File: src/hw/rtl/qvr_pkg.sv
`default_nettype none

package qvr_pkg;

    localparam int CW  = 16;
    localparam int FB  = 14;
    // sum of squares, radicand, root and remainder widths
    localparam int MW  = 2 * CW + 2;
    localparam int AW  = MW + 2 * FB;
    localparam int SW  = AW / 2;
    localparam int RW  = SW + 2;
    // quotient bits per lane and divider datapath width
    localparam int QB  = FB + 2;
    localparam int DW  = SW + QB;

    typedef enum logic [1:0] {
        REG_QUAT_W = 2'd0,
        REG_QUAT_X = 2'd1,
        REG_QUAT_Y = 2'd2,
        REG_QUAT_Z = 2'd3
    } cfg_idx_t;

    typedef struct packed {
        logic signed [CW-1:0] vec_x;
        logic signed [CW-1:0] vec_y;
        logic signed [CW-1:0] vec_z;
    } req_t;

    typedef struct packed {
        logic signed [CW-1:0] rot_x;
        logic signed [CW-1:0] rot_y;
        logic signed [CW-1:0] rot_z;
        logic                 zero_vector;
    } rsp_t;

    typedef struct packed {
        logic signed [CW-1:0] w;
        logic signed [CW-1:0] x;
        logic signed [CW-1:0] y;
        logic signed [CW-1:0] z;
    } quat_t;

    typedef struct packed {
        logic [AW-1:0] rad;
        logic [RW-1:0] rem;
        logic [SW-1:0] root;
    } sqrt_t;

    typedef struct packed {
        req_t vec;
        logic zero;
    } sqrt_side_t;

    typedef struct packed {
        logic [2:0][DW-1:0] rem;
        logic [DW-1:0]      den;
        logic [2:0][QB-1:0] quo;
    } div_t;

    typedef struct packed {
        logic [2:0] neg;
        logic       zero;
    } div_side_t;

endpackage

`default_nettype wire

File: src/hw/rtl/qvr_sqrt_cell.sv
`default_nettype none

module qvr_sqrt_cell (
    input  wire logic                clk,
    input  wire logic                rst_n,
    input  wire logic                adv,
    input  wire logic                in_valid,
    input  wire qvr_pkg::sqrt_t      in_data,
    input  wire qvr_pkg::sqrt_side_t in_side,
    output logic                     out_valid,
    output qvr_pkg::sqrt_t           out_data,
    output qvr_pkg::sqrt_side_t      out_side
);

    logic                valid_reg;
    qvr_pkg::sqrt_t      data_reg;
    qvr_pkg::sqrt_t      data_next;
    qvr_pkg::sqrt_side_t side_reg;
    logic [qvr_pkg::RW+1:0] rem2;
    logic [qvr_pkg::RW+1:0] trial;
    logic                   ge;

    // one root bit: bring down two radicand bits, try root*4+1
    always_comb
    begin
        rem2  = {in_data.rem, in_data.rad[qvr_pkg::AW-1 -: 2]};
        trial = {2'b00, in_data.root, 2'b01};
        ge    = (rem2 >= trial);
        data_next.rad  = in_data.rad << 2;
        data_next.rem  = ge ? qvr_pkg::RW'(rem2 - trial) : qvr_pkg::RW'(rem2);
        data_next.root = {in_data.root[qvr_pkg::SW-2:0], ge};
    end

    always_ff @(posedge clk or negedge rst_n)
    begin
        if (!rst_n)
        begin
            valid_reg <= 1'b0;
        end
        else if (adv)
        begin
            valid_reg <= in_valid;
        end
    end

    always_ff @(posedge clk)
    begin
        if (adv)
        begin
            data_reg <= data_next;
            side_reg <= in_side;
        end
    end

    assign out_valid = valid_reg;
    assign out_data  = data_reg;
    assign out_side  = side_reg;

endmodule

`default_nettype wire

File: config.mk
export PLATFORM = sky130hd
export DESIGN_NAME = qvr_sqrt_cell
export DESIGN_NICKNAME = d
export VERILOG_FILES = /design/src/hw/rtl/qvr_pkg.sv /design/src/hw/rtl/qvr_sqrt_cell.sv
export SDC_FILE = /design/constraint.sdc
export NUM_CORES = 1
export LEC_CHECK = 0
export BUFFER_PORTS_ARGS = -buffer_cell sky130_fd_sc_hd__buf_2
export CORE_AREA = 2 2 136 138
export CTS_CLUSTER_SIZE = 25
export DETAILED_ROUTE_END_ITERATION = 6
export DIE_AREA = 0 0 138 140
export GPL_TIMING_DRIVEN = 0
export HOLD_SLACK_MARGIN = 0.12
export PLACE_DENSITY_LB_ADDON = 0.12
export SLEW_MARGIN = 20
export SYNTH_ARGS = -nofsm -noshare
export SYNTH_HDL_FRONTEND = slang
export SYNTH_SLANG_ARGS = --single-unit
export TNS_END_PERCENT = 100
File: constraint.sdc
create_clock -name clk -period 1.8 [get_ports clk]
set_input_delay 0.27 -clock clk [delete_from_list [all_inputs] [get_ports clk]]
set_output_delay 0.27 -clock clk [all_outputs]
set_load 0.03 [all_outputs]
==> key figures, run 1 <==
Status
  – Status: finished with violations
  – Failing checks: DRC, setup timing

Setup path
  – Critical path class: input port to flop
  – Slowest CP cell: a211oi_4
  – R2R setup slack: 1.06 ns
  – Reg2Reg Depth: 1
  – CP startpoint kind: input port
  – Critical path cell sequence: buf_6, ha_4, a211oi_4, o311ai_4, a21oi_4, o2111ai_4, a41oi_4, o21a_4, inv_16, buf_12, buf_12, mux2_4
  – CP delay by family, top: compound AO/OA/AOI/OAI gates
  – CP peak stage delay: between 0.3 and 0.4 ns
  – Reg-to-Reg Start: out_valid$_DFFE_PN0P_
  – FF-to-FF End: out_valid$_DFFE_PN0P_
  – Critical path peak fanout: 6
  – CP endpoint kind: flop
  – Data required time of the worst path: 1.97 ns
  – Crit path buf inv count: 4
  – Most common cell type on the critical path: buf_12
  – Arr. time, crit path: approximately 2.5 ns

Clock network
  – Clock Tree Buf Depth: 2
  – # clock sinks: about 170
  – CTS tree: yes
  – Clock Root Buffer: clkbuf_16
  – Clock Pin Slew Worst Setup and Hold Paths: 0.07 ns
  – CTS Buf Count: 17
  – Skew-Pair Late Insertion Delay: 0.42 ns
  – H-tree levels: 4

Pwr
  – Worst-case vdd ir drop: 678 µV
  – Cell Pwr Density: 911 nW/µm²
  – Tot Pwr: 12.1 mW
  – Leakage: 5.57 nW

STA
  – Crit share post-route: 129%
  – Tmin final: 2.32 ns
  – Final Slew Violations: 0
  – Setup_tns: -13.64 ns
  – Skew final: 0 ns
  – Slew at the pin closest to its max-slew limit: 0.608 ns
  – Maximum clock frequency: around 430 MHz
  – Final WS setup: -0.518 ns
  – RSZ-0062 raised after global routing: yes
  – Fin. Hold Viols: 0
  – Setup violations, final: 34
  – Relative slew slack: 58.4%
  – Hold Slack: 0.166 ns

Floorplan
  – Core area: 17800 µm²
  – Starting density of the core: 45.0%
  – Die area: 19300 µm²
  – Die H: 140 µm
  – FP Rows: 49
  – Die X: ~140 µm
  – Io pins: 355

Yosys
  – Top_reg_cell synth: edfxtp_1
  – Synth top cells by count: edfxtp_1, inv_1, a21oi_1, ha_1, nand2_1
  – Simple-gate share of the synthesized area: approximately 6.8%
  – Mapped Cells: between 500 and 600
  – Syn Area/Cell: 14.2 µm²
  – Syn Std Cell Area: 8000 µm²
  – Share of the synthesized area in the top cell type: 64.9%
  – Cell taking the most area after synthesis: edfxtp_1
  – Post-synthesis compound-gate area fraction: 11.1%
  – Netlist cell types: 61
  – Post-synthesis mux area share: 4.86%
  – Top-count cell post-synth: edfxtp_1
  – Largest family of logic cells by synthesized area: compound AO/OA/AOI/OAI gates
  – #FFs+latches synth: between 150 and 200
  – XOR/XNOR Fraction of Synth Area: 2.63%
  – Seq/Total Area, Yosys: 65.3%
  – Synth area leaders: edfxtp_1, ha_1, mux2_4
  – Post-synthesis adder-cell area fraction: between 5 and 6%
  – Yosys warning count: 0
  – Number of flops mapped to enable cells by yosys: about 170
  – Asr flop ratio synth: less than 1%

Hold path
  – Worst Hold Endpoint: out_data[51]$_DFFE_PP_
  – WHS Path Cells: 2
  – Worst Hold Launch: in_data[49]
  – HP Class: input port to flop

Cells and area
  – Layout Nets: 1323
  – Filler cell count: between 1000 and 1500
  – Layout area overhead: 65.6%
  – Fin cells: ~1400
  – Share of layout cells above drive strength 1: about half

Detailed routing
  – Vias per std cell: 5.16
  – Routed wire per std cell: 19.6 µm
  – DRC: 5
  – Routed vias: 6996
  – Antenna-violating nets left: 0
  – Routed WL: 26600 µm
  – First-pass DRT Iterations: 7
  – Drt initial violations: ~440

GRT
  – Vias in the first global route: ~6900
  – Antenna violations before repair: 6
  – Congestion Overflow GR: 0
  – Largest net degree at the start of global routing: about 110
  – First-pass GRT wire length: 39000 µm
  – GR Util All Layers: 26.2%

Job
  – Max cap viols: 0

Place
  – DP Wirelength: roughly 18000 µm
  – Placed insts: 1147
  – Place WS: -1.24 ns
  – RePlAce Congestion: 0.882
  – PortBufs: about 350
-- registers in the layout, summed over array words and instances (netlist names) --
name	count
out_valid	1
out_data	124
out_side	49
-- kinds of logic (layout without fill, tap and decap cells) --
| group | count (synthesis) | in the layout |
|---|---|---|
| other | 1 | 6 |
| buffers and inverters | 65 | 623 |
| xor gates and xnor gates | 24 | 24 |
| adders and majority gates | 33 | 33 |
| DFF | 174 | 174 |
| and+or+nand+nor | 111 | 111 |
| AOI/OAI and AO/OA | 127 | 127 |
| muxes | 29 | 29 |
-- layout make-up --
type | count | area [µm²] | area share [%]
well taps | 229 | 287 | 2.16
inverters | 51 | 230 | 1.74
clock inverters | 14 | 174 | 1.31
flip-flops and latches | 174 | 5220 | 39.4
diodes | 4 | 10.0 | 0.0756
repair buffers | 531 | 3640 | 27.5
clock buffers | 17 | 425 | 3.21
plain buffers | 10 | 103 | 0.774
multi-input cells | 326 | 3160 | 23.9
-- worst max path at each step --
| stage | startpoint | to | slack [ns] | depth (start not counted) |
|---|---|---|---|---|
| 4_1_cts | in_data[18] | out_data[48]$_DFFE_PP_ | -0.65 | 14 |
| 5_1_grt | in_data[18] | out_data[48]$_DFFE_PP_ | -0.56 | 13 |
| 3_5_place_dp | in_data[13] | out_data[60]$_DFFE_PP_ | -1.24 | 14 |
| 6_report | in_data[49] | out_data[48]$_DFFE_PP_ | -0.52 | 12 |
| 3_3_place_gp | adv | out_valid$_DFFE_PN0P_ | -1.89 | 2 |
| 2_1_floorplan | in_data[7] | out_data[40]$_DFFE_PP_ | -0.78 | 12 |
-- layer usage --
layer  part of all wire (%)  wire [µm]  up-vias  track usage (%)
met4                    3.7        992        4             10.9
met3                    5.7       1530       57             6.67
met5                   0.10         27        -                0
met2                     51      13700      307             46.4
met1                     39      10400     3385             30.4
li1                       -          -     3243                -
-- report_power, final --
group,total (mW),internal [mW],leakage (nW),switching [mW]
clock network,3.73,1.99,0.293,1.75
registers,5.01,4.91,1.71,0.0998
logic,3.33,1.39,3.58,1.94
-- metrics by stage --
| step | cell area [µm²] | utilization (%) |
|---|---|---|
| floorplan | 8320 | - |
| global placement | 10400 | 58.3 |
| detailed placement | 10400 | 58.5 |
| CTS | 12900 | 72.4 |
| global route | 13200 | 74.5 |
| finish | 13200 | 74.5 |
-- cells in the final DEF, fill, tap and decap left out, drive strengths merged, types with 7 or more instances in the layout --
cell and n:
clkbuf 19, nor2 27, o21a 8, a21oi 41
ha 33, inv 57, dlygate4sd3 141, o211ai 11
nor3 11, clkinv 7, nand2 30, o21ai 23
nand3 12, nand4 7, buf 398, edfxtp 173
xnor2 22, mux2 25
-- timing repair --
action	CTS	global route
hold endpoints to repair	141	0
cloned	2	0
resized for setup	51	82
hold buffers	141	0
pin swaps	19	42
setup endpoints to repair	34	34
buffers inserted	20	20
(Power assumes the default switching activity.)
==> run 2: changes to the inputs <==
--- a/config.mk
+++ b/config.mk
@@ -12,7 +12,7 @@
 export DIE_AREA = 0 0 138 140
 export GPL_TIMING_DRIVEN = 0
 export HOLD_SLACK_MARGIN = 0.12
-export PLACE_DENSITY_LB_ADDON = 0.12
+export PLACE_DENSITY = 0.77
 export SLEW_MARGIN = 20
 export SYNTH_ARGS = -nofsm -noshare
 export SYNTH_HDL_FRONTEND = slang
==> run 2 against run 1 <==
Against the previous run: the flow finishes with violations (setup timing); sequential power hardly changed; clock skew stayed put; utilization decreased by 0.60 points; critical endpoint is now out_data[61]$_DFFE_PP_; fmax rose by 5.0%; global-route usage increased by 3.0 points; non-clock buffer count shrank 6; largest cell class unchanged; power about the same; cell area shrank 0.80%.
==> key figures, run 2 (synthesis results as in run 1) <==
Clock network
  – Clock Tree Buf Depth: 2
  – CTS tree: yes
  – Clock Pin Slew Worst Setup and Hold Paths: 0.07 ns
  – Skew-Pair Late Insertion Delay: 0.44 ns
  – H-tree levels: 4
  – # clock sinks: ~170
  – Clock Root Buffer: clkbuf_16
  – CTS Buf Count: 17

Hold path
  – Worst Hold Endpoint: out_data[46]$_DFFE_PP_
  – HP Class: input port to flop
  – Worst Hold Launch: in_data[44]
  – WHS Path Cells: 2

Cells and area
  – Most frequent cells in the layout: buf_2, edfxtp_1, dlygate4sd3_1
  – Layout area overhead: 64.3%
  – Final instance area: 13100 µm²
  – Fin cells: 1349
  – Layout Nets: 1317
  – Largest register FFs: roughly 120
  – Share of layout cells above drive strength 1: 48.7%
  – Post-layout util: 73.9%
  – Filler cell count: ~1100
  – Area of the multi-input gates: ~3100 µm²
  – Reg area: 5220 µm²
  – Commonest non-fill, non-tap cell in the layout: buf_2

Setup path
  – CP startpoint kind: input port
  – Arr. time, crit path: ~2.4 ns
  – Data required time of the worst path: 1.98 ns
  – Reg2Reg Depth: 1
  – R2R setup slack: 1.03 ns
  – CP endpoint kind: flop
  – Critical path class: input port to flop
  – FF-to-FF End: out_valid$_DFFE_PN0P_
  – Reg-to-Reg Start: out_valid$_DFFE_PN0P_
  – Critical path peak fanout: 5

STA
  – Final WS setup: -0.408 ns
  – Hold Slack: 0.146 ns
  – Final Slew Violations: 0
  – RSZ-0062 raised after global routing: yes
  – Relative slew slack: 59.5%
  – Fin. Hold Viols: 0
  – Slew at the pin closest to its max-slew limit: 0.608 ns
  – Tmin final: 2.21 ns
  – Crit share post-route: 123%
  – Setup_tns: -11.14 ns
  – Setup violations, final: 34
  – Skew final: 0 ns
  – Maximum clock frequency: 453 MHz

Floorplan
  – Core area: 17800 µm²
  – Die area: 19300 µm²
  – Io pins: 355
  – Die H: 140 µm
  – Die X: 138 µm
  – FP Rows: 49
  – Starting density of the core: 45.0%

Pwr
  – Worst-case vdd ir drop: 754 µV
  – Tot Pwr: 12.1 mW
  – Cell Pwr Density: 919 nW/µm²
  – Leakage: 5.56 nW

Place
  – PortBufs: about 350
  – DP Wirelength: between 15000 and 20000 µm
  – Placed insts: 1147
  – Place WS: -1.30 ns
  – DP Area: between 10000 and 15000 µm²
  – RePlAce Congestion: 0.858

GRT
  – Vias in the first global route: 7321
  – Congestion Overflow GR: 0
  – Largest net degree at the start of global routing: just under 100
  – GR Util All Layers: a little under 30%
  – First-pass GRT wire length: 42900 µm
  – Antenna violations before repair: 2

Detailed routing
  – DRC: 0
  – Antenna-violating nets left: 0
  – First-pass DRT Iterations: 7
  – Drt initial violations: 632
  – Routed WL: between 20000 and 30000 µm
  – Vias per std cell: 5.30
  – Routed wire per std cell: 21.2 µm
  – Routed vias: 7143

Status
  – Failing checks: setup timing
  – Status: finished with violations

Job
  – Max cap viols: 0
[run 2: critical path, cell delays in order]
cell       delay (ns)
buf_2            0.09
inv_1            0.06
ha_4             0.30
nand4_4          0.13
nor2_2           0.17
nand3_2          0.11
o2111ai_4        0.28
a41oi_4          0.16
o21a_4           0.26
inv_12           0.10
buf_12           0.13
mux2_4           0.30
[run 2: how the worst max path moves through the flow]
stage / start / end / slack [ns] / cells past startpoint
6_report: in_data[9] / out_data[61]$_DFFE_PP_ / -0.41 / 12
5_1_grt: in_data[9] / out_data[58]$_DFFE_PP_ / -0.44 / 12
4_1_cts: in_data[18] / out_data[60]$_DFFE_PP_ / -0.58 / 14
3_5_place_dp: in_data[13] / out_data[58]$_DFFE_PP_ / -1.30 / 14
3_3_place_gp: adv / out_valid$_DFFE_PN0P_ / -1.89 / 2
2_1_floorplan: in_data[7] / out_data[40]$_DFFE_PP_ / -0.78 / 12
[run 2: layer usage]
layer	routed length, µm	vias up	track usage (%)
li1	-	3223	-
met1	10800	3456	34.1
met2	14300	378	50.4
met3	1950	84	7.15
met4	1520	2	14.4
met5	10	-	0
[run 2: final cells by class]
type / instances / share of cell area [%]
Clock buffer: 17 / 3.24
Sequential cell: 174 / 39.7
Multi-Input combinational cell: 326 / 23.7
Buffer: 6 / 0.514
Tap cell: 229 / 2.18
Timing Repair Buffer: 529 / 27.5
Antenna cell: 2 / 0.0381
Inverter: 51 / 1.72
Clock inverter: 15 / 1.32
[run 2: power by group]
group          total [mW]  switching (mW)  internal, mW  leakage [nW]
clock                3.73            1.85          1.87         0.292
combinational        3.33            1.96          1.37          3.57
sequential           5.02           0.107          4.91          1.71
total                12.1            3.92          8.16          5.56
[run 2: what timing repair did]
| item | CTS | global route |
|---|---|---|
| cloned | 3 | 0 |
| gates resized for setup | 74 | 45 |
| pin swaps | 29 | 30 |
| setup buffers | 20 | 12 |
| hold buffers | 142 | 0 |
| endpoints found under the hold margin | 141 | 0 |
| setup endpoints to repair | 34 | 34 |
